--- config.mk ---
export PLATFORM = sky130hd
export DESIGN_NAME = arl_sqrt_cell
export DESIGN_NICKNAME = d
export VERILOG_FILES = /design/src/rtl/arl_pkg.sv /design/src/rtl/arl_sqrt_cell.sv
export SDC_FILE = /design/constraint.sdc
export NUM_CORES = 1
export LEC_CHECK = 0
export ABC_CLOCK_PERIOD_IN_PS = 5500
export BUFFER_PORTS_ARGS = -buffer_cell sky130_fd_sc_hd__buf_4
export CAP_MARGIN = 20
export CORE_UTILIZATION = 46
export DETAILED_ROUTE_END_ITERATION = 10
export MAX_ROUTING_LAYER = met4
export PLACE_DENSITY = 0.8
export SYNTH_ARGS = -nofsm -noshare
export SYNTH_HDL_FRONTEND = slang
export SYNTH_SLANG_ARGS = --single-unit
--- constraint.sdc ---
create_clock -name clock -period 5.5 [get_ports clock]
set_clock_uncertainty 0.2 [all_clocks]
set_input_delay 1.1 -clock clock [delete_from_list [all_inputs] [get_ports clock]]
set_output_delay 1.1 -clock clock [all_outputs]
set_load 0.01 [all_outputs]
--- src/rtl/arl_pkg.sv ---
// -----------------------------------------------------------------------------
// arl_pkg
// Types, widths and the arctangent table shared by the roll angle pipeline.
// -----------------------------------------------------------------------------
package arl_pkg;

   localparam int IN_W         = 16;
   localparam int SQ_W         = 31;            // x*x is at most 2^30
   localparam int SUM_W        = SQ_W + 1;
   localparam int FRAC_PAD     = 8;             // radicand is the sum times 256
   localparam int RAD_W        = SUM_W + FRAC_PAD;
   localparam int ROOT_W       = RAD_W / 2;
   localparam int REM_W        = ROOT_W + 1;
   localparam int CW           = 23;            // cordic x/y datapath
   localparam int ACC_W        = 32;            // angle accumulator, Q2.30 radians
   localparam int MAG_W        = ACC_W - 1;
   localparam int SCALE_W      = 22;
   localparam int PROD_W       = MAG_W + SCALE_W;
   localparam int DEG_SHIFT    = 38;
   localparam int DEG_W        = 16;
   localparam int TABLE_LEN    = 24;
   localparam int TAB_IDX_W    = $clog2(TABLE_LEN);
   localparam int CORDIC_STEPS = 16;
   localparam int NUM_STEPS    = (CORDIC_STEPS < TABLE_LEN) ? CORDIC_STEPS : TABLE_LEN;

   localparam logic [SCALE_W-1:0] DEG_SCALE = SCALE_W'(3754936);   // 180/pi * 2^16
   localparam logic [DEG_W-1:0]   DEG_MAX   = DEG_W'(23040);       // 90 degrees * 256

   typedef struct packed {
      logic signed [IN_W-1:0] accel_x;
      logic signed [IN_W-1:0] accel_y;
      logic signed [IN_W-1:0] accel_z;
   } req_type;

   typedef struct packed {
      logic signed [DEG_W-1:0] roll_degrees;
      logic signed [IN_W-1:0]  roll_accel;
   } rsp_type;

   // per-sample values carried alongside the datapath
   typedef struct packed {
      logic signed [IN_W-1:0] accel_x;
      logic [IN_W-1:0]        ay;
      logic                   yneg;
      logic                   yzero;
   } side_type;

   typedef struct packed {
      logic [RAD_W-1:0]  rad;
      logic [REM_W-1:0]  rem;
      logic [ROOT_W-1:0] root;
      side_type          side;
   } sqrt_type;

   typedef struct packed {
      logic signed [CW-1:0]    cx;
      logic signed [CW-1:0]    cy;
      logic signed [ACC_W-1:0] acc;
      logic                    rzero;
      side_type                side;
   } cordic_type;

   // atan(2^-i) in Q2.30, truncated
   function automatic logic signed [ACC_W-1:0] atan_entry(input logic [TAB_IDX_W-1:0] idx);
      logic signed [ACC_W-1:0] t;
      case (idx)
         5'd0:    t = 32'sh3243F6A8;
         5'd1:    t = 32'sh1DAC6705;
         5'd2:    t = 32'sh0FADBAFC;
         5'd3:    t = 32'sh07F56EA6;
         5'd4:    t = 32'sh03FEAB76;
         5'd5:    t = 32'sh01FFD55B;
         5'd6:    t = 32'sh00FFFAAA;
         5'd7:    t = 32'sh007FFF55;
         5'd8:    t = 32'sh003FFFEA;
         5'd9:    t = 32'sh001FFFFD;
         5'd10:   t = 32'sh000FFFFF;
         5'd11:   t = 32'sh0007FFFF;
         5'd12:   t = 32'sh0003FFFF;
         5'd13:   t = 32'sh0001FFFF;
         5'd14:   t = 32'sh0000FFFF;
         5'd15:   t = 32'sh00007FFF;
         5'd16:   t = 32'sh00003FFF;
         5'd17:   t = 32'sh00001FFF;
         5'd18:   t = 32'sh00000FFF;
         5'd19:   t = 32'sh000007FF;
         5'd20:   t = 32'sh000003FF;
         5'd21:   t = 32'sh000001FF;
         5'd22:   t = 32'sh000000FF;
         5'd23:   t = 32'sh0000007F;
         default: t = '0;
      endcase
      return t;
   endfunction

endpackage

--- src/rtl/arl_sqrt_cell.sv ---
// -----------------------------------------------------------------------------
// arl_sqrt_cell
// One digit of the restoring integer square root: one root bit per cell.
// -----------------------------------------------------------------------------
module arl_sqrt_cell (
   input  logic              clock,
   input  logic              reset,
   input  logic              in_valid,
   input  arl_pkg::sqrt_type in_data,
   output logic              up_ready,
   output logic              out_valid,
   output arl_pkg::sqrt_type out_data,
   input  logic              dn_ready
);

   logic                        valid_ff, valid_in;
   arl_pkg::sqrt_type           data_ff, data_in;
   logic [arl_pkg::REM_W+1:0]   rem2, trial;

   assign up_ready  = ~valid_ff | dn_ready;
   assign out_valid = valid_ff;
   assign out_data  = data_ff;

   always_comb begin
      // bring down the next two radicand bits
      rem2  = {in_data.rem, in_data.rad[arl_pkg::RAD_W-1 -: 2]};
      trial = (arl_pkg::REM_W+2)'({in_data.root, 2'b01});
      data_in      = in_data;
      data_in.rad  = in_data.rad << 2;
      if (rem2 >= trial) begin
         data_in.rem  = arl_pkg::REM_W'(rem2 - trial);
         data_in.root = {in_data.root[arl_pkg::ROOT_W-2:0], 1'b1};
      end else begin
         data_in.rem  = arl_pkg::REM_W'(rem2);
         data_in.root = {in_data.root[arl_pkg::ROOT_W-2:0], 1'b0};
      end
      valid_in = up_ready ? in_valid : valid_ff;
   end

   always_ff @(posedge clock) begin
      if (reset) begin
         valid_ff <= 1'b0;
      end else begin
         valid_ff <= valid_in;
      end
   end

   always_ff @(posedge clock) begin
      if (in_valid && up_ready) begin
         data_ff <= data_in;
      end
   end

endmodule

==> impl_metrics.py <==
metrics = {
    "outcome": {
        "status": "finished, final reports clean",
    },
    "finish": {
        "regArea_um2": 3413,
        "multi_input_area_um2": 1254,
        "final_nets": 704,
        "syn_to_final_growth_pct": 51.40,
        "antenna_cells": 0,
        "drive_gt1_frac": 0.4705,
        "fill_cells": 705,
        "final_cell_mix": "buf_4 (235), edfxtp_1 (113), inv_1 (28)",
        "final_common_cell": "buf_4",
    },
    "drt": {
        "vias": 3585,
        "wl_per_cell_um": 17.64,
        "first_iter_violations": 157,
        "ant_nets": 0,
        "drc": 0,
        "drt_wl_total_um": 12560,
        "vias_per_cell": 5.035,
        "dr.pass1.iters": 4,
    },
    "timing": {
        "setup_ws_ns": 1.938,
        "hold_slack_ns": 0.3512,
        "tns_ns": 0,
        "period_needed_ns": 3.562,
        "rsz0062_at_grt": "no",
        "finalCritPeriodShare": 0.6476,
        "worstMarginPinSlew_ns": 0.9149,
        "hold_viol": 0,
        "setup-violations-final": 0,
        "slew_violations": 0,
        "slew_headroom": 0.3900,
        "fmax_mhz": 280.8,
    },
    "synth": {
        "synth_warnings": 0,
        "ys_seq_area_frac": 0.7067,
        "ys_seq_elements": 114,
        "postSynthCellCount": 318,
        "synth_edf_count": 113,
        "synth_cell_types": 41,
        "synth_top_area_frac": 0.7026,
        "synth_ff_type": "edfxtp_1",
        "synthArstFlopShare": 0,
        "avgSynthCellArea_um2": 15.19,
        "synth_area_um2": 4830,
        "yosysTopAreaCell": "edfxtp_1",
        "synth_area_leaders": "edfxtp_1 (70%), ha_1 (5.7%), mux2_1 (3.3%)",
    },
    "global_route": {
        "grt_overflow": 0,
        "antenna_found_initial": 0,
        "first_global_vias": 3621,
        "grt_pass1_wl_um": 19150,
        "grt_util_all_layers": 0.2408,
        "grt_start_max_net_pins": 73,
    },
    "worst_setup_path": {
        "crit_family": "compound AO/OA/AOI/OAI gates",
        "critPathMaxStageDelay_ns": 0.68,
        "crit_fanout": 25,
        "cp-end-kind": "flop",
        "arrival_ns": 3.60,
        "worstPathRequired_ns": 5.54,
        "slowest_stage": "a31oi_4",
        "crit_path_cell_trace": "buf_4 -> inv_1 -> ha_1 -> and4_1 -> and3_1 -> o211ai_1 -> a211o_1 -> a31oi_4 -> mux2_2",
        "crit_buf_inv": 2,
        "cp-start-kind": "primary input",
        "worstSetupPathType": "in -> reg",
    },
    "clock_tree": {
        "cts_buffers": 17,
        "clkTransAtPathRegs_ns": 0.06,
        "clock-root-buffer": "clkbuf_8",
        "cts_resized": 0,
        "cts.path.max_buffers": 2,
        "htreeDepth": 4,
        "cts_hold_buffers": 0,
        "postCtsSetupBuffers": 0,
        "cts.sinks": 114,
        "cts_tree": "done",
        "clock_latency_ns": 0.50,
    },
    "die": {
        "coreArea_um2": 10230,
        "die_area_um2": 10910,
        "rows": 37,
        "pin_count": 236,
        "dieHeight_um": 104.5,
        "start_util": 0.4721,
        "die_w_um": 104.5,
    },
    "place": {
        "dpl.hpwl_um": 9524,
        "place_ws_ns": 1.429,
        "portBuffers": 233,
        "gp_congestion": 0.8773,
    },
    "min_path": {
        "min_path_type": "reg -> reg",
    },
    "pwr": {
        "leakage_uw": 0.003203,
        "p_per_area_nw_per_um2": 350.4,
        "peakVddDrop_v": 0.0002104,
        "power_uw": 2562,
    },
    "run": {
        "cap_viol_max_count": 0,
    },
}
## worst paths after layout
kind | start | end | slack [ns] | cells after the start
setup reg to reg | out_valid | out_data[85] | 3.28 | 3
setup / recovery | in_data[43] | out_data[56] | 1.94 | 9
hold reg to reg | out_valid | out_valid | 0.35 | 2
hold / removal | out_valid | out_valid | 0.35 | 2
## layer usage
metal,routed length [um],global-route usage
met4,69,0.04592
met3,985,0.08145
met2,6845,0.4376
met5,0,-
met1,4660,0.2532
## cell type report
type,count,share of cell area
clock buffers,19,0.05767
clock inverters,13,0.02515
inverters,28,0.01437
multi-input cells,167,0.1715
flip-flops and latches,114,0.4668
well taps,136,0.02327
repair buffers,235,0.2413
## through the flow
step / utilization / cell area [um^2] / instances
6_report: 0.7147 / 7312 / 712
5_1_grt: 0.7147 / 7312 / 712
4_1_cts: 0.7147 / 7312 / 712
3_5_place_dp: 0.6555 / 6706 / 680
3_3_place_gp: 0.6555 / 6706 / 680
2_1_floorplan: - / 4833 / 319
## worst min-delay path, cell delays in order, from the launching register on
cell and delay [ns]:
dfxtp_1 0.31, nand2b_1 0.11, a21oi_1 0.08
## cells in the mapped netlist (3+ instances only)
library cell	instances
o211ai_1	3
xnor2_1	11
a211o_1	3
ha_1	22
buf_2	3
nand2_1	19
o21ai_0	13
and3_1	3
inv_1	28
a21oi_1	24
clkbuf_1	3
mux2_1	14
nor2_1	7
nand3_1	5
nor2b_1	3
a31oi_1	3
edfxtp_1	113
xor2_1	7
mux2_2	3
## report_power, final
| part | switching (uW) | internal (uW) |
|---|---|---|
| combinational | 188 | 199 |
| sequential | 18.2 | 1040 |
| clock | 382 | 736 |
| total | 589 | 1970 |
## logic make-up (layout without fill, tap and decap cells)
group,Yosys count,in the layout,synth area share
compound gates,59,59,0.07642
xor+xnor,18,18,0.03264
fa+ha+maj,22,22,0.05699
buf+inv,38,295,0.03497
flops,114,114,0.7067
mux,18,18,0.04171
other cells,1,2,0.0007765
simple gates,48,48,0.04974
## sequential cells by signal, summed over array words and instances, names as in the netlist
signal and flops:
out_valid 1, out_data 113
(Power assumes the default switching activity.)
