$ cat src/rtl/arl_pkg.sv
// -----------------------------------------------------------------------------
// arl_pkg
// Types, widths and the arctangent table shared by the roll angle pipeline.
// -----------------------------------------------------------------------------
package arl_pkg;

   localparam int IN_W         = 16;
   localparam int SQ_W         = 31;            // x*x is at most 2^30
   localparam int SUM_W        = SQ_W + 1;
   localparam int FRAC_PAD     = 8;             // radicand is the sum times 256
   localparam int RAD_W        = SUM_W + FRAC_PAD;
   localparam int ROOT_W       = RAD_W / 2;
   localparam int REM_W        = ROOT_W + 1;
   localparam int CW           = 23;            // cordic x/y datapath
   localparam int ACC_W        = 32;            // angle accumulator, Q2.30 radians
   localparam int MAG_W        = ACC_W - 1;
   localparam int SCALE_W      = 22;
   localparam int PROD_W       = MAG_W + SCALE_W;
   localparam int DEG_SHIFT    = 38;
   localparam int DEG_W        = 16;
   localparam int TABLE_LEN    = 24;
   localparam int TAB_IDX_W    = $clog2(TABLE_LEN);
   localparam int CORDIC_STEPS = 16;
   localparam int NUM_STEPS    = (CORDIC_STEPS < TABLE_LEN) ? CORDIC_STEPS : TABLE_LEN;

   localparam logic [SCALE_W-1:0] DEG_SCALE = SCALE_W'(3754936);   // 180/pi * 2^16
   localparam logic [DEG_W-1:0]   DEG_MAX   = DEG_W'(23040);       // 90 degrees * 256

   typedef struct packed {
      logic signed [IN_W-1:0] accel_x;
      logic signed [IN_W-1:0] accel_y;
      logic signed [IN_W-1:0] accel_z;
   } req_type;

   typedef struct packed {
      logic signed [DEG_W-1:0] roll_degrees;
      logic signed [IN_W-1:0]  roll_accel;
   } rsp_type;

   // per-sample values carried alongside the datapath
   typedef struct packed {
      logic signed [IN_W-1:0] accel_x;
      logic [IN_W-1:0]        ay;
      logic                   yneg;
      logic                   yzero;
   } side_type;

   typedef struct packed {
      logic [RAD_W-1:0]  rad;
      logic [REM_W-1:0]  rem;
      logic [ROOT_W-1:0] root;
      side_type          side;
   } sqrt_type;

   typedef struct packed {
      logic signed [CW-1:0]    cx;
      logic signed [CW-1:0]    cy;
      logic signed [ACC_W-1:0] acc;
      logic                    rzero;
      side_type                side;
   } cordic_type;

   // atan(2^-i) in Q2.30, truncated
   function automatic logic signed [ACC_W-1:0] atan_entry(input logic [TAB_IDX_W-1:0] idx);
      logic signed [ACC_W-1:0] t;
      case (idx)
         5'd0:    t = 32'sh3243F6A8;
         5'd1:    t = 32'sh1DAC6705;
         5'd2:    t = 32'sh0FADBAFC;
         5'd3:    t = 32'sh07F56EA6;
         5'd4:    t = 32'sh03FEAB76;
         5'd5:    t = 32'sh01FFD55B;
         5'd6:    t = 32'sh00FFFAAA;
         5'd7:    t = 32'sh007FFF55;
         5'd8:    t = 32'sh003FFFEA;
         5'd9:    t = 32'sh001FFFFD;
         5'd10:   t = 32'sh000FFFFF;
         5'd11:   t = 32'sh0007FFFF;
         5'd12:   t = 32'sh0003FFFF;
         5'd13:   t = 32'sh0001FFFF;
         5'd14:   t = 32'sh0000FFFF;
         5'd15:   t = 32'sh00007FFF;
         5'd16:   t = 32'sh00003FFF;
         5'd17:   t = 32'sh00001FFF;
         5'd18:   t = 32'sh00000FFF;
         5'd19:   t = 32'sh000007FF;
         5'd20:   t = 32'sh000003FF;
         5'd21:   t = 32'sh000001FF;
         5'd22:   t = 32'sh000000FF;
         5'd23:   t = 32'sh0000007F;
         default: t = '0;
      endcase
      return t;
   endfunction

endpackage

$ cat src/rtl/arl_cordic_cell.sv
// -----------------------------------------------------------------------------
// arl_cordic_cell
// One vectoring CORDIC rotation; the cell's step number sets shift and angle.
// -----------------------------------------------------------------------------
module arl_cordic_cell (
   input  logic                          clock,
   input  logic                          reset,
   input  logic [arl_pkg::TAB_IDX_W-1:0] step,
   input  logic                          in_valid,
   input  arl_pkg::cordic_type           in_data,
   output logic                          up_ready,
   output logic                          out_valid,
   output arl_pkg::cordic_type           out_data,
   input  logic                          dn_ready
);

   logic                           valid_ff, valid_in;
   arl_pkg::cordic_type            data_ff, data_in;
   logic signed [arl_pkg::CW-1:0]  sx, sy;
   logic signed [arl_pkg::ACC_W-1:0] ang;

   assign up_ready  = ~valid_ff | dn_ready;
   assign out_valid = valid_ff;
   assign out_data  = data_ff;

   always_comb begin
      sx  = in_data.cx >>> step;
      sy  = in_data.cy >>> step;
      ang = arl_pkg::atan_entry(step);
      data_in = in_data;
      if (!in_data.cy[arl_pkg::CW-1]) begin
         data_in.cx  = in_data.cx + sy;
         data_in.cy  = in_data.cy - sx;
         data_in.acc = in_data.acc + ang;
      end else begin
         data_in.cx  = in_data.cx - sy;
         data_in.cy  = in_data.cy + sx;
         data_in.acc = in_data.acc - ang;
      end
      valid_in = up_ready ? in_valid : valid_ff;
   end

   always_ff @(posedge clock) begin
      if (reset) begin
         valid_ff <= 1'b0;
      end else begin
         valid_ff <= valid_in;
      end
   end

   always_ff @(posedge clock) begin
      if (in_valid && up_ready) begin
         data_ff <= data_in;
      end
   end

endmodule

$ cat config.mk
export PLATFORM = sky130hd
export DESIGN_NAME = arl_cordic_cell
export DESIGN_NICKNAME = d
export VERILOG_FILES = /design/src/rtl/arl_pkg.sv /design/src/rtl/arl_cordic_cell.sv
export SDC_FILE = /design/constraint.sdc
export NUM_CORES = 1
export LEC_CHECK = 0
export BUFFER_PORTS_ARGS = -buffer_cell sky130_fd_sc_hd__buf_2
export CAP_MARGIN = 15
export CORE_ASPECT_RATIO = 0.7
export CORE_MARGIN = 8
export CORE_UTILIZATION = 55
export DETAILED_ROUTE_END_ITERATION = 10
export GPL_TIMING_DRIVEN = 0
export PLACE_DENSITY = 0.8
export SLEW_MARGIN = 20
export SYNTH_ARGS = -nofsm -noshare
export SYNTH_HDL_FRONTEND = slang
export SYNTH_SLANG_ARGS = --single-unit
$ cat constraint.sdc
create_clock -name clock -period 17 [get_ports clock]
set_input_delay 0.85 -clock clock [delete_from_list [all_inputs] [get_ports clock]]
set_output_delay 0.85 -clock clock [all_outputs]
set_load 0.005 [all_outputs]
==> flow_metrics.tcl <==
set metrics [dict create \
    setup_viol 0 \
    synth_xor_area_share_pct 8.29 \
    drtPass1Iterations 7 \
    drc 0 \
    fin_util_pct 66.0 \
    setup_ws_ns 9.56 \
    synth.most_common_cell "edfxtp_1" \
    cts_tree "yes" \
    synth_common_cells "113 x edfxtp_1, 112 x nand2_1, 109 x a21oi_1" \
    worstPathArrival_ns 7.62 \
    antenna_found_initial 1 \
    first_global_vias 11800 \
    worst_slew_pin_slew_ns 1.17 \
    die_x_um 193 \
    ys.flop_type "edfxtp_1" \
    async_reset_ff_share_pct 0 \
    ios 237 \
    num_rows 45 \
    maxCapViolCount 0 \
    synth-edff-count 113 \
    clock-root-buffer "clkbuf_16" \
    core_um2 21600 \
    synth_area_leaders "edfxtp_1 28%, ha_1 9.9%, mux4_2 8.4%" \
    dpl_worst_slack_ns 9.42 \
    synthMuxAreaShare_pct 14.4 \
    ant_nets 0 \
    synth_top_area_share_pct 28.2 \
    synth-compound-area-share_pct 20.1 \
    wl_per_cell_um 25.9 \
    critPathKind "input port to flop" \
    ctsResizeCount 0 \
    h-tree-depth 4 \
    yosys.area.top_type "edfxtp_1" \
    clkTransAtPathRegs_ns 0.06 \
    max_freq_ghz 0.134 \
    synthAdderAreaFrac_pct 10.4 \
    cp-start-kind "input port" \
    p_leak_nw 5.96 \
    synth_cell_types 80 \
    cts_hold_buf 0 \
    fin_nets 1759 \
    mappedNetlistArea_um2 12000 \
    cp_data_required_time_ns 17.18 \
    ys_ff_latch 114 \
    max-clock-path-buffers 2 \
    wirelength_mm 47.6 \
    p_per_area_nw_per_um2 91.1 \
    cts.sinks 114 \
    cts_buffers 17 \
    min_period_ns 7.44 \
    synthSimpleGateAreaFrac_pct 14.8 \
    clock_latency_ns 0.44 \
    first_iter_violations 1581 \
    place.gp.congestion 1.01 \
    period_share_pct 43.8 \
    max_slew_margin_pct 21.6 \
    die_area_um2 27000 \
    via_count 12300 \
    ys_warn_count 0 \
    max-vdd-ir-drop_uv 65.5 \
    hold_ws_ns 0.519 \
    cts_setup_buffers 0 \
    skew_ns 0.00872 \
    rsz0062_at_grt "false" \
    ys_seq_area_share_pct 28.3 \
    finalMaxSlewViolations 0 \
    grt_overflow 0 \
    start_util_pct 55.8 \
    hold_class "flop to flop" \
    die_h_um 140 \
    status "completed" \
    total_power_mw 1.30 \
    portBuffers 236 \
    dp_hpwl_mm 37.1 \
    fin_setup_tns_ns 0 \
    grt_max_degree 48 \
    syn_nets 1501 \
    crit_path_end_kind "flop" \
    synth_top_family_by_area "compound AO/OA/AOI/OAI gates" \
    grt_pass1_wl_mm 70.8 \
    viasPerCell 6.72 \
    critPathMaxFanout 13 \
    syn2layout_area_growth_pct 18.1 \
    drive_gt1_share_pct 23.3 \
    grt_usage_pct 34.1 \
    synthCells 1281 \
    synth_area_per_cell_um2 9.40 \
    finalHoldViolCount 0 \
    fill_cells 1731 \
]
## layout by cell type, fill, tap and decap left out, types with 18 or more instances in the layout
| cell type | n |
|---|---|
| inv_1 | 35 |
| nor2_1 | 108 |
| ha_1 | 95 |
| nor3_1 | 30 |
| buf_2 | 247 |
| nand2b_1 | 21 |
| mux2i_1 | 39 |
| o21a_1 | 22 |
| o21ai_0 | 77 |
| mux4_2 | 45 |
| edfxtp_1 | 113 |
| xnor2_1 | 69 |
| a31oi_1 | 21 |
| clkbuf_1 | 40 |
| a21o_1 | 21 |
| nand3_1 | 18 |
| nand2_1 | 112 |
| a21oi_1 | 109 |
| xor2_1 | 45 |
## layout make-up
class | count | area (um2) | share of cell area (%)
multi-input cells | 1065 | 8190 | 57.6
flip-flops and latches | 114 | 3410 | 24.0
repair buffers | 239 | 1230 | 8.62
clock buffers | 17 | 425 | 2.99
well taps | 282 | 353 | 2.48
plain buffers | 65 | 305 | 2.15
clock inverters | 15 | 173 | 1.21
inverters | 37 | 139 | 0.977
diodes | 1 | 2.50 | 0.0176
## sequential cells by signal, summed over array words and instances, names as in the netlist
register / flops
out_data: 113
out_valid: 1
## power by group
part	internal, mW	switching [mW]
Sequential	0.375	0.0120
Combinational	0.218	0.317
Clock	0.220	0.154
Total	0.813	0.483
## worst paths after layout
kind,start,endpoint,slack (ns),cells past startpoint
worst max-delay path,step[0],out_data[65],9.56,25
worst min register to register,out_valid,out_valid,0.52,2
worst max register to register,out_valid,out_data[56],15.42,3
worst min-delay path,out_valid,out_valid,0.52,2
## layer usage
| metal | wire length (um) | global-route usage (%) | share of wire [%] | up-vias |
|---|---|---|---|---|
| met5 | 13 | 0 | 0.027 | - |
| met4 | 1130 | 8.54 | 2.4 | 2 |
| met3 | 6230 | 10.3 | 13 | 96 |
| met2 | 20400 | 51.1 | 43 | 923 |
| met1 | 19800 | 47.3 | 42 | 5878 |
| li1 | - | - | - | 5426 |
## worst max-delay path, cell delays in order
cell and delay [ns]:
buf_2 0.13, buf_4 0.19, buf_6 0.18, inv_1 0.07
buf_2 0.29, buf_1 0.62, ha_1 0.45, nor2b_1 0.27
a21oi_1 0.07, o21ai_0 0.53, nand3b_1 0.18, nor3_1 0.29
a41oi_1 0.23, clkbuf_1 0.37, xnor2_1 0.24, ha_1 0.29
clkbuf_1 0.21, o21a_1 0.24, o22a_1 0.18, or3_1 0.48
a221oi_1 0.43, a21oi_1 0.19, a41oi_1 0.32, mux2i_1 0.21
nand2_1 0.08
## through the flow
step                      std cells  cell area [um2]
after global routing           1834            14200
after global placement         1799            13600
after detailed placement       1802            13600
final                          1835            14200
after floorplan                1281            12000
after CTS                      1834            14200
## logic make-up (layout without fill, tap and decap cells)
logic type / after synthesis / in the layout
flops: 114 / 114
compound gates: 378 / 378
simple gates: 372 / 372
fa+ha+maj: 98 / 98
other cells: 0 / 1
buf+inv: 102 / 373
xor+xnor: 114 / 114
mux: 103 / 103
Power figures use the tool's default switching activity.
