===== config.mk =====
export PLATFORM = sky130hd
export DESIGN_NAME = arl_front
export DESIGN_NICKNAME = d
export VERILOG_FILES = /design/src/rtl/arl_pkg.sv /design/src/rtl/arl_front.sv
export SDC_FILE = /design/constraint.sdc
export NUM_CORES = 1
export LEC_CHECK = 0
export ABC_AREA = 1
export BUFFER_PORTS_ARGS = -buffer_cell sky130_fd_sc_hd__buf_4
export CAP_MARGIN = 5
export CORE_MARGIN = 8
export CORE_UTILIZATION = 45
export DETAILED_ROUTE_END_ITERATION = 12
export REMOVE_ABC_BUFFERS = 1
export SYNTH_ARGS = -nofsm -noshare
export SYNTH_HDL_FRONTEND = slang
export SYNTH_SLANG_ARGS = --single-unit

===== constraint.sdc =====
create_clock -name clock -period 7.8 [get_ports clock]
set_clock_uncertainty 0.2 [all_clocks]
set_input_delay 0.78 -clock clock [delete_from_list [all_inputs] [get_ports clock]]
set_output_delay 0.78 -clock clock [all_outputs]
set_load 0.1 [all_outputs]

===== src/rtl/arl_pkg.sv =====
// -----------------------------------------------------------------------------
// arl_pkg
// Types, widths and the arctangent table shared by the roll angle pipeline.
// -----------------------------------------------------------------------------
package arl_pkg;

   localparam int IN_W         = 16;
   localparam int SQ_W         = 31;            // x*x is at most 2^30
   localparam int SUM_W        = SQ_W + 1;
   localparam int FRAC_PAD     = 8;             // radicand is the sum times 256
   localparam int RAD_W        = SUM_W + FRAC_PAD;
   localparam int ROOT_W       = RAD_W / 2;
   localparam int REM_W        = ROOT_W + 1;
   localparam int CW           = 23;            // cordic x/y datapath
   localparam int ACC_W        = 32;            // angle accumulator, Q2.30 radians
   localparam int MAG_W        = ACC_W - 1;
   localparam int SCALE_W      = 22;
   localparam int PROD_W       = MAG_W + SCALE_W;
   localparam int DEG_SHIFT    = 38;
   localparam int DEG_W        = 16;
   localparam int TABLE_LEN    = 24;
   localparam int TAB_IDX_W    = $clog2(TABLE_LEN);
   localparam int CORDIC_STEPS = 16;
   localparam int NUM_STEPS    = (CORDIC_STEPS < TABLE_LEN) ? CORDIC_STEPS : TABLE_LEN;

   localparam logic [SCALE_W-1:0] DEG_SCALE = SCALE_W'(3754936);   // 180/pi * 2^16
   localparam logic [DEG_W-1:0]   DEG_MAX   = DEG_W'(23040);       // 90 degrees * 256

   typedef struct packed {
      logic signed [IN_W-1:0] accel_x;
      logic signed [IN_W-1:0] accel_y;
      logic signed [IN_W-1:0] accel_z;
   } req_type;

   typedef struct packed {
      logic signed [DEG_W-1:0] roll_degrees;
      logic signed [IN_W-1:0]  roll_accel;
   } rsp_type;

   // per-sample values carried alongside the datapath
   typedef struct packed {
      logic signed [IN_W-1:0] accel_x;
      logic [IN_W-1:0]        ay;
      logic                   yneg;
      logic                   yzero;
   } side_type;

   typedef struct packed {
      logic [RAD_W-1:0]  rad;
      logic [REM_W-1:0]  rem;
      logic [ROOT_W-1:0] root;
      side_type          side;
   } sqrt_type;

   typedef struct packed {
      logic signed [CW-1:0]    cx;
      logic signed [CW-1:0]    cy;
      logic signed [ACC_W-1:0] acc;
      logic                    rzero;
      side_type                side;
   } cordic_type;

   // atan(2^-i) in Q2.30, truncated
   function automatic logic signed [ACC_W-1:0] atan_entry(input logic [TAB_IDX_W-1:0] idx);
      logic signed [ACC_W-1:0] t;
      case (idx)
         5'd0:    t = 32'sh3243F6A8;
         5'd1:    t = 32'sh1DAC6705;
         5'd2:    t = 32'sh0FADBAFC;
         5'd3:    t = 32'sh07F56EA6;
         5'd4:    t = 32'sh03FEAB76;
         5'd5:    t = 32'sh01FFD55B;
         5'd6:    t = 32'sh00FFFAAA;
         5'd7:    t = 32'sh007FFF55;
         5'd8:    t = 32'sh003FFFEA;
         5'd9:    t = 32'sh001FFFFD;
         5'd10:   t = 32'sh000FFFFF;
         5'd11:   t = 32'sh0007FFFF;
         5'd12:   t = 32'sh0003FFFF;
         5'd13:   t = 32'sh0001FFFF;
         5'd14:   t = 32'sh0000FFFF;
         5'd15:   t = 32'sh00007FFF;
         5'd16:   t = 32'sh00003FFF;
         5'd17:   t = 32'sh00001FFF;
         5'd18:   t = 32'sh00000FFF;
         5'd19:   t = 32'sh000007FF;
         5'd20:   t = 32'sh000003FF;
         5'd21:   t = 32'sh000001FF;
         5'd22:   t = 32'sh000000FF;
         5'd23:   t = 32'sh0000007F;
         default: t = '0;
      endcase
      return t;
   endfunction

endpackage


===== src/rtl/arl_front.sv =====
// -----------------------------------------------------------------------------
// arl_front
// Squares X and Z, sums them and forms the square-root radicand.
// -----------------------------------------------------------------------------
module arl_front (
   input  logic              clock,
   input  logic              reset,
   input  logic              in_valid,
   input  arl_pkg::req_type  in_data,
   output logic              up_ready,
   output logic              out_valid,
   output arl_pkg::sqrt_type out_data,
   input  logic              dn_ready
);

   logic                       v1_ff, v1_in, r1;
   logic                       v2_ff, v2_in, r2;
   logic [arl_pkg::SQ_W-1:0]   xx_ff, xx_in, zz_ff, zz_in;
   arl_pkg::side_type          side_ff, side_in;
   arl_pkg::sqrt_type          data_ff, data_in;
   logic signed [2*arl_pkg::IN_W-1:0] xx_full, zz_full;
   logic [arl_pkg::SUM_W-1:0]  sum;

   assign r2 = ~v2_ff | dn_ready;
   assign r1 = ~v1_ff | r2;
   assign up_ready  = r1;
   assign out_valid = v2_ff;
   assign out_data  = data_ff;

   always_comb begin
      xx_full = in_data.accel_x * in_data.accel_x;
      zz_full = in_data.accel_z * in_data.accel_z;
      xx_in   = xx_full[arl_pkg::SQ_W-1:0];
      zz_in   = zz_full[arl_pkg::SQ_W-1:0];
      side_in.accel_x = in_data.accel_x;
      side_in.ay      = in_data.accel_y[arl_pkg::IN_W-1] ? arl_pkg::IN_W'(-in_data.accel_y)
                                                         : arl_pkg::IN_W'(in_data.accel_y);
      side_in.yneg    = in_data.accel_y[arl_pkg::IN_W-1];
      side_in.yzero   = (in_data.accel_y == '0);
      v1_in = r1 ? in_valid : v1_ff;
   end

   always_comb begin
      sum = arl_pkg::SUM_W'(xx_ff) + arl_pkg::SUM_W'(zz_ff);
      data_in.rad  = {sum, {arl_pkg::FRAC_PAD{1'b0}}};
      data_in.rem  = '0;
      data_in.root = '0;
      data_in.side = side_ff;
      v2_in = r2 ? v1_ff : v2_ff;
   end

   always_ff @(posedge clock) begin
      if (reset) begin
         v1_ff <= 1'b0;
         v2_ff <= 1'b0;
      end else begin
         v1_ff <= v1_in;
         v2_ff <= v2_in;
      end
   end

   always_ff @(posedge clock) begin
      if (in_valid && r1) begin
         xx_ff   <= xx_in;
         zz_ff   <= zz_in;
         side_ff <= side_in;
      end
      if (v1_ff && r2) begin
         data_ff <= data_in;
      end
   end

endmodule


==> results.sh <==
export IMPL_yosysWarnings=0
export IMPL_slew_viol_final=0
export IMPL_first_global_vias=19810
export IMPL_ctsResizeCount=0
export IMPL_worstMarginPinSlew_ns=1.058
export IMPL_synth_ff_type="edfxtp_1"
export IMPL_dp_hpwl_um=51070
export IMPL_grt_pass1_wl_um=100300
export IMPL_synth_edff_count=159
export IMPL_drive_gt1_share_pct=5.854
export IMPL_whs_ns=0.2126
export IMPL_drv_cap=0
export IMPL_vias=19090
export IMPL_period_minus_slack_ns=6.281
export IMPL_root_buffer="clkbuf_16"
export IMPL_gp_congestion=0.9071
export IMPL_ys_types=38
export IMPL_first_pass_iters=5
export IMPL_cts_sinks=161
export IMPL_cp_arrival_ns=6.29
export IMPL_period_share_pct=80.52
export IMPL_slew_headroom_pct=29.45
export IMPL_totalWireLength_um=59450
export IMPL_cts_setup_buffers=0
export IMPL_viasPerCell=4.730
export IMPL_grt_usage_pct=18.48
export IMPL_cp_start_kind="input pin"
export IMPL_fin_nets=3965
export IMPL_ioPinCount=169
export IMPL_synth_top_area_share_pct=34.43
export IMPL_async_flop_share_pct=0
export IMPL_drt_iter0_drc=1089
export IMPL_numPortBuffers=119
export IMPL_grt_max_degree=79
export IMPL_crit_required_ns=7.81
export IMPL_drc=0
export IMPL_yosys_area_top_type="fa_1"
export IMPL_netlist_area_mm2=0.02663
export IMPL_cts_hold_buf=0
export IMPL_ys_seq_elements=161
export IMPL_path_max_fanout=22
export IMPL_die_w_um=259.3
export IMPL_fillers=5802
export IMPL_die_h_um=259.3
export IMPL_cts_clk_slew_worst_paths_ns=0.07
export IMPL_netlist_top_cells_count="inv_1, nand2_1, fa_1"
export IMPL_status="finished, final reports clean"
export IMPL_antenna_cells=0
export IMPL_synth_area_top_cells="fa_1, edfxtp_1, inv_1"
export IMPL_cts_buffers=17
export IMPL_synth_area_per_cell_um2=8.383
export IMPL_wl_per_cell_um=14.73
export IMPL_finalHoldViolCount=0
export IMPL_syn_inst=3177
export IMPL_fmax_mhz=159.2
export IMPL_htreeDepth=4
export IMPL_rows=89
export IMPL_die_area_mm2=0.06723
export IMPL_path_class="input pin to register"
export IMPL_start_util_pct=45.30
export IMPL_yosysMostFrequentCell="inv_1"
export IMPL_core_mm2=0.05880
export IMPL_hold_class="register to register"
export IMPL_grt_ovfl_total=0
export IMPL_setup_violations=0
export IMPL_grt_antenna_before_repair=0
export IMPL_cts_buffer_depth=2
export IMPL_tritoncts="built"
export IMPL_syn_to_final_growth_pct=7.460
export IMPL_multi_input_area_mm2=0.01789
export IMPL_ant_nets=0
export IMPL_clock_latency_ns=0.45
export IMPL_endpoint_kind="register"
export IMPL_seq_area_frac_synth_pct=18.08
export IMPL_finalSetupTns_ns=0
export IMPL_rsz0062_at_grt="no"
export IMPL_register_area_mm2=0.004815
path summary, 6_finish.rpt:
check | start | end | slack, ns | depth (start not counted)
setup / recovery | in_data[15] | zz_ff[30] | 1.52 | 23
hold / removal | data_in[8] | out_data[8] | 0.21 | 0
setup reg to reg | xx_ff[6] | out_data[112] | 5.41 | 9
hold reg to reg | data_in[8] | out_data[8] | 0.21 | 0
routing by layer:
metal,global-route usage [%],share of wire [%]
met3,2.410,5.3
met1,27.06,48
met2,29.62,46
met4,3.045,1.0
met5,0,0
kinds of logic (layout without fill, tap and decap cells):
| group | Yosys count | in the layout | synth area share [%] |
|---|---|---|---|
| xor gates and xnor gates | 85 | 85 | 2.795 |
| buffers and inverters | 1049 | 1087 | 15.48 |
| AOI/OAI and AO/OA | 144 | 144 | 2.950 |
| adders and majority gates | 663 | 663 | 44.06 |
| DFF | 161 | 161 | 18.08 |
| other | 1 | 49 | 0.01408 |
| and+or+nand+nor | 1074 | 1074 | 16.62 |
critical path, cell delays in order:
cell	delay [ns]
buf_4	0.20
nand2_1	0.10
inv_1	0.09
fa_1	0.73
inv_1	0.11
fa_1	0.65
inv_1	0.20
fa_1	0.52
inv_1	0.05
fa_1	0.52
inv_1	0.05
fa_1	0.50
fa_1	0.42
ha_1	0.39
nand2_1	0.12
nor2_1	0.20
nand2_1	0.13
nor3_1	0.15
nand2_1	0.15
inv_1	0.09
nor2_1	0.04
nand2_1	0.04
nand2_1	0.04
cells in the final DEF, fill, tap and decap left out, types with 14 or more instances in the layout:
cell / synthesis / routed
inv_1: 929 / 928
nand2_1: 746 / 746
fa_1: 458 / 458
ha_1: 205 / 205
edfxtp_1: 159 / 159
nor2_1: 128 / 128
buf_4: 49 / 121
nand3_1: 99 / 99
a21oi_1: 84 / 83
xor2_1: 76 / 76
conb_1: 1 / 49
nand4_1: 37 / 37
o21ai_0: 33 / 33
nor3_1: 22 / 22
clkbuf_16: 0 / 17
o21bai_1: 14 / 14
per-stage QoR:
stage               instances  setup WS, ns  area [um2]  util [%]
floorplan                3110         1.895       26200         -
global placement         4004         1.060       28080     47.77
detailed placement       4004         1.085       28080     47.77
CTS                      4036         1.553       28620     48.68
global route             4036         1.083       28620     48.68
finish                   4036         1.519       28620     48.68
sequential cells by signal, summed over array words and instances (netlist names):
signal     cells
out_valid      1
xx_ff         30
v1_ff          1
data_in       33
zz_ff         30
out_data      66
area by class of cell:
class / count / share of cell area, %
Timing Repair Buffer: 121 / 3.174
Inverter: 934 / 12.26
Sequential cell: 161 / 16.82
Multi-Input combinational cell: 2015 / 62.49
Clock inverter: 15 / 0.3847
Tap cell: 773 / 3.379
Clock buffer: 17 / 1.486
Power is not shown: default switching activity piles up to over one toggle a cycle in this logic, so the estimate is an artifact.
