==> src/rtl/arl_pkg.sv <==
// -----------------------------------------------------------------------------
// arl_pkg
// Types, widths and the arctangent table shared by the roll angle pipeline.
// -----------------------------------------------------------------------------
package arl_pkg;

   localparam int IN_W         = 16;
   localparam int SQ_W         = 31;            // x*x is at most 2^30
   localparam int SUM_W        = SQ_W + 1;
   localparam int FRAC_PAD     = 8;             // radicand is the sum times 256
   localparam int RAD_W        = SUM_W + FRAC_PAD;
   localparam int ROOT_W       = RAD_W / 2;
   localparam int REM_W        = ROOT_W + 1;
   localparam int CW           = 23;            // cordic x/y datapath
   localparam int ACC_W        = 32;            // angle accumulator, Q2.30 radians
   localparam int MAG_W        = ACC_W - 1;
   localparam int SCALE_W      = 22;
   localparam int PROD_W       = MAG_W + SCALE_W;
   localparam int DEG_SHIFT    = 38;
   localparam int DEG_W        = 16;
   localparam int TABLE_LEN    = 24;
   localparam int TAB_IDX_W    = $clog2(TABLE_LEN);
   localparam int CORDIC_STEPS = 16;
   localparam int NUM_STEPS    = (CORDIC_STEPS < TABLE_LEN) ? CORDIC_STEPS : TABLE_LEN;

   localparam logic [SCALE_W-1:0] DEG_SCALE = SCALE_W'(3754936);   // 180/pi * 2^16
   localparam logic [DEG_W-1:0]   DEG_MAX   = DEG_W'(23040);       // 90 degrees * 256

   typedef struct packed {
      logic signed [IN_W-1:0] accel_x;
      logic signed [IN_W-1:0] accel_y;
      logic signed [IN_W-1:0] accel_z;
   } req_type;

   typedef struct packed {
      logic signed [DEG_W-1:0] roll_degrees;
      logic signed [IN_W-1:0]  roll_accel;
   } rsp_type;

   // per-sample values carried alongside the datapath
   typedef struct packed {
      logic signed [IN_W-1:0] accel_x;
      logic [IN_W-1:0]        ay;
      logic                   yneg;
      logic                   yzero;
   } side_type;

   typedef struct packed {
      logic [RAD_W-1:0]  rad;
      logic [REM_W-1:0]  rem;
      logic [ROOT_W-1:0] root;
      side_type          side;
   } sqrt_type;

   typedef struct packed {
      logic signed [CW-1:0]    cx;
      logic signed [CW-1:0]    cy;
      logic signed [ACC_W-1:0] acc;
      logic                    rzero;
      side_type                side;
   } cordic_type;

   // atan(2^-i) in Q2.30, truncated
   function automatic logic signed [ACC_W-1:0] atan_entry(input logic [TAB_IDX_W-1:0] idx);
      logic signed [ACC_W-1:0] t;
      case (idx)
         5'd0:    t = 32'sh3243F6A8;
         5'd1:    t = 32'sh1DAC6705;
         5'd2:    t = 32'sh0FADBAFC;
         5'd3:    t = 32'sh07F56EA6;
         5'd4:    t = 32'sh03FEAB76;
         5'd5:    t = 32'sh01FFD55B;
         5'd6:    t = 32'sh00FFFAAA;
         5'd7:    t = 32'sh007FFF55;
         5'd8:    t = 32'sh003FFFEA;
         5'd9:    t = 32'sh001FFFFD;
         5'd10:   t = 32'sh000FFFFF;
         5'd11:   t = 32'sh0007FFFF;
         5'd12:   t = 32'sh0003FFFF;
         5'd13:   t = 32'sh0001FFFF;
         5'd14:   t = 32'sh0000FFFF;
         5'd15:   t = 32'sh00007FFF;
         5'd16:   t = 32'sh00003FFF;
         5'd17:   t = 32'sh00001FFF;
         5'd18:   t = 32'sh00000FFF;
         5'd19:   t = 32'sh000007FF;
         5'd20:   t = 32'sh000003FF;
         5'd21:   t = 32'sh000001FF;
         5'd22:   t = 32'sh000000FF;
         5'd23:   t = 32'sh0000007F;
         default: t = '0;
      endcase
      return t;
   endfunction

endpackage

==> src/rtl/arl_back.sv <==
// -----------------------------------------------------------------------------
// arl_back
// Scales the CORDIC angle to degrees, rounds, saturates and applies sign.
// -----------------------------------------------------------------------------
module arl_back (
   input  logic                clock,
   input  logic                reset,
   input  logic                in_valid,
   input  arl_pkg::cordic_type in_data,
   output logic                up_ready,
   output logic                out_valid,
   output arl_pkg::rsp_type    out_data,
   input  logic                dn_ready
);

   logic                          v1_ff, v1_in, r1;
   logic                          v2_ff, v2_in, r2;
   logic                          v3_ff, v3_in, r3;
   logic [arl_pkg::MAG_W-1:0]     mag_ff, mag_in;
   logic                          neg1_ff, rz1_ff, neg2_ff, rz2_ff;
   arl_pkg::side_type             side1_ff, side2_ff;
   logic [arl_pkg::PROD_W-1:0]    prod_ff, prod_in;
   logic [arl_pkg::PROD_W:0]      rnd;
   logic [arl_pkg::DEG_W-1:0]     deg;
   arl_pkg::rsp_type              data_ff, data_in;

   assign r3 = ~v3_ff | dn_ready;
   assign r2 = ~v2_ff | r3;
   assign r1 = ~v1_ff | r2;
   assign up_ready  = r1;
   assign out_valid = v3_ff;
   assign out_data  = data_ff;

   always_comb begin
      mag_in = in_data.acc[arl_pkg::ACC_W-1] ? arl_pkg::MAG_W'(-in_data.acc)
                                             : arl_pkg::MAG_W'(in_data.acc);
      prod_in = arl_pkg::PROD_W'(mag_ff) * arl_pkg::PROD_W'(arl_pkg::DEG_SCALE);
      v1_in = r1 ? in_valid : v1_ff;
      v2_in = r2 ? v1_ff : v2_ff;
      v3_in = r3 ? v2_ff : v3_ff;
   end

   always_comb begin
      rnd = (arl_pkg::PROD_W+1)'(prod_ff)
          + ((arl_pkg::PROD_W+1)'(1) << (arl_pkg::DEG_SHIFT-1));
      deg = rnd[arl_pkg::DEG_SHIFT +: arl_pkg::DEG_W];
      // a negative angle clamps to zero
      if (neg2_ff) begin
         deg = '0;
      end else if (deg > arl_pkg::DEG_MAX) begin
         deg = arl_pkg::DEG_MAX;
      end
      if (side2_ff.yzero) begin
         deg = '0;
      end else if (rz2_ff) begin
         deg = arl_pkg::DEG_MAX;
      end
      data_in.roll_degrees = side2_ff.yneg ? $signed(-deg) : $signed(deg);
      data_in.roll_accel   = side2_ff.accel_x;
   end

   always_ff @(posedge clock) begin
      if (reset) begin
         v1_ff <= 1'b0;
         v2_ff <= 1'b0;
         v3_ff <= 1'b0;
      end else begin
         v1_ff <= v1_in;
         v2_ff <= v2_in;
         v3_ff <= v3_in;
      end
   end

   always_ff @(posedge clock) begin
      if (in_valid && r1) begin
         mag_ff   <= mag_in;
         neg1_ff  <= in_data.acc[arl_pkg::ACC_W-1];
         rz1_ff   <= in_data.rzero;
         side1_ff <= in_data.side;
      end
      if (v1_ff && r2) begin
         prod_ff  <= prod_in;
         neg2_ff  <= neg1_ff;
         rz2_ff   <= rz1_ff;
         side2_ff <= side1_ff;
      end
      if (v2_ff && r3) begin
         data_ff <= data_in;
      end
   end

endmodule
==> config.mk <==
export PLATFORM = sky130hd
export DESIGN_NAME = arl_back
export DESIGN_NICKNAME = d
export VERILOG_FILES = /design/src/rtl/arl_pkg.sv /design/src/rtl/arl_back.sv
export SDC_FILE = /design/constraint.sdc
export NUM_CORES = 1
export LEC_CHECK = 0
export ABC_CLOCK_PERIOD_IN_PS = 10290
export BUFFER_PORTS_ARGS = -buffer_cell sky130_fd_sc_hd__buf_2
export CORE_ASPECT_RATIO = 0.9
export CORE_MARGIN = 2
export CORE_UTILIZATION = 35
export DETAILED_ROUTE_END_ITERATION = 12
export HOLD_SLACK_MARGIN = 0.08
export PLACE_DENSITY = 0.63
export SYNTH_ARGS = -nofsm -noshare
export SYNTH_HDL_FRONTEND = slang
export SYNTH_SLANG_ARGS = --single-unit
==> constraint.sdc <==
create_clock -name clock -period 10.29 [get_ports clock]
set_input_delay 0.5145 -clock clock [delete_from_list [all_inputs] [get_ports clock]]
set_output_delay 0.5145 -clock clock [all_outputs]
set_load 0.01 [all_outputs]
==> results.md <==
* Largest stage delay on the critical path at 0.65 ns
* Drt drc at 0
* Unrepaired setup endpoints after global routing: false
* Clock skew at 0.0156 ns
* CTS tree: done
* Gr ovfl total at 0
* ANT cells at 0
* CTS root buffer: clkbuf_16
* Final period utilization at 67.5%
* Slowest cell on the critical path: fa_1
* Die area at 48300 µm²
* Outcome: completed
* Maximum clock rate at 0.144 GHz
* Final Hold Viols at 0
* Synth Instances at 1568
* Setup TNS at 0 ns
* Tightest Pin Transition at 0.669 ns
* Global-route wire length before repair at 57700 µm
* Routed len/inst at 15.0 µm
* Clk buf depth at 2
* Core area at 45600 µm²
* Slew headroom at 55.3%
* Fillers at 4455
* Dpl hpwl at 29000 µm
* Chip Width at 231 µm
* Crit Path Class: reg -> reg
* Ys flop type: edfxtp_1
* Synth-to-Final Area Change at 10.8%
* Synth warn at 0
* Vias at 10.6k
* Port bufs at 88
* Pin count of the biggest net entering global routing at 51
* Hold WC Path Type: in -> reg
* Critical-path cell list: fa_1, inv_1, fa_1, inv_1, fa_1, inv_1, fa_1, inv_1, fa_1, inv_1, fa_1, inv_1, ha_1, nand4_1, nor4_1, o21ai_0, o2111ai_1, nor2_1, o21ai_0, o221ai_1, xnor2_1
* Crit-path max FO at 8
* Nets@finish at 2237
* Register area share after synthesis at 22.3%
* Mapped Area at 16300 µm²
* Syn_area_per_cell at 10.4 µm²
* CTS buffer count at 17
* Initial antenna violation count at 0
* Register bit total from synthesis at 122
* CTS resizes at 0
* Site Rows at 74
* Startpoint types: flip-flop
* Skew-Pair Late Insertion Delay at 0.46 ns
* ANT nets after route at 0
* # IOs at 151
* Initial core utilization at 35.7%
* Layout cells sized above 1 at 9.15%
* Overall routed net length at 34300 µm
* Hold buffers post-CTS at 0
* WP data required at 10.50 ns
* Clock-pin slew on the worst setup and hold paths at 0.07 ns
* CP arrival at 7.16 ns
* Setup Fix Bufs, Post-CTS at 0
* Pre-antenna DRT Iters at 4
* Max-Cap Viols at 0
* Period minus WS final at 6.95 ns
* CTS H-tree lvls at 4
* Routability Congestion at 0.936
* Via density at 4.63
* EDFF count, synth at 119
* Gr usage total at 15.2%
* Count of different cell masters after synthesis at 77
* Register area at 3630 µm²
* Clock Sinks at 122
* Final setup fails at 0
* Initial DRC Count at 499
* Die H at 209 µm
* Syn_nets at 2145
* Vias in the first global route at 11.3k
* Max Slew Vio Count at 0
* Multi-input logic area at 10700 µm²
* Crit end category: flip-flop
* Synth async-reset ratio at 0%
-- stage by stage --
step | utilization, % | setup WS, ns | hold WS [ns] | area (µm²) | instances
final | 39.5 | 3.34 | 0.230 | 18000 | 2281
after global routing | 39.5 | 2.97 | 0.204 | 18000 | 2281
after CTS | 39.5 | 3.37 | 0.199 | 18000 | 2281
after detailed placement | 38.2 | 3.36 | 0.405 | 17400 | 2249
after global placement | 38.2 | 3.54 | 0.400 | 17400 | 2249
after floorplan | - | 4.23 | 0.400 | 16300 | 1568
-- routing by layer --
layer | global-route usage [%] | vias up | routed length (µm)
met5 | 0 | - | 0
met4 | 4.00 | 0 | 477
met3 | 3.13 | 28 | 1440
met2 | 23.7 | 175 | 15400
met1 | 21.4 | 5190 | 16900
li1 | - | 5173 | -
-- logic make-up (layout without fill, tap and decap cells) --
group / count (synthesis) / count (layout) / share of synthesized area, %
compound gates: 177 / 177 / 7.52
xor+xnor: 70 / 70 / 3.76
fa+ha+maj: 460 / 460 / 46.6
buf+inv: 520 / 625 / 12.1
flops: 122 / 122 / 22.3
mux: 4 / 4 / 0.246
simple gates: 215 / 215 / 7.40
-- critical path, delay by kind of cell, from the launching register on --
family / cells / cell delay, ns
AO/OA/AOI/OAI: 4 / 1.14
XOR/XNOR: 1 / 0.16
adder cells (fa/ha/maj): 7 / 3.63
buffers and inverters: 6 / 0.38
flip-flops: 1 / 0.62
AND/OR/NAND/NOR: 3 / 0.77
-- Yosys cell counts (8+ instances only) --
cell type,n,area [µm²]
nor2_1,44,165
ha_1,215,2690
edfxtp_1,119,3570
inv_1,502,1880
nand2_1,48,180
nand3_1,23,115
a211oi_1,9,67.6
o31ai_1,9,67.6
a21o_1,21,158
nor3_1,10,50.1
xnor2_1,56,490
o21ai_0,37,185
nand4_1,11,68.8
a21oi_1,34,170
fa_1,245,4900
xor2_1,14,123
or3_1,8,50.1
-- final cells by class --
type,count,area share [%]
inverters,502,10.4
flip-flops and latches,122,20.1
repair buffers,91,2.57
clock buffers,17,2.36
well taps,608,4.22
clock inverters,15,0.950
multi-input cells,926,59.3
-- cell usage in the layout (no fill, tap or decap), types with 6 or more instances in the layout --
| master | n |
|---|---|
| xor2_1 | 14 |
| o211ai_1 | 6 |
| nand2b_1 | 6 |
| or3_1 | 8 |
| ha_1 | 215 |
| nor4_1 | 7 |
| fa_1 | 245 |
| nor2_1 | 44 |
| o21ai_0 | 37 |
| a21oi_1 | 34 |
| a21o_1 | 21 |
| nor3_1 | 10 |
| and3_1 | 7 |
| inv_1 | 502 |
| clkbuf_16 | 17 |
| buf_2 | 88 |
| nand2_1 | 48 |
| nand3_1 | 23 |
| xnor2_1 | 56 |
| o31ai_1 | 9 |
| inv_6 | 6 |
| nand4_1 | 11 |
| edfxtp_1 | 119 |
| a211oi_1 | 9 |
| and4_1 | 6 |
-- final timing paths --
kind          startpoint            to  slack, ns  cells after the start
max           mag_ff[14]   prod_ff[49]       3.34                     21
min          in_data[30]  side1_ff[30]       0.23                      1
min reg2reg   data_in[2]   out_data[2]       0.42                      0
max reg2reg   mag_ff[14]   prod_ff[49]       3.34                     21
-- state kept, by name (all words and copies together), names as in the netlist, 2 cells and up --
name and count:
mag_ff 31, data_in 16, side1_ff 18, prod_ff 16
out_data 32, side2_ff 2
Power is left out: the tool's default activity adds up to more than one toggle a clock period on the data nets, which glitch-free logic cannot reach.
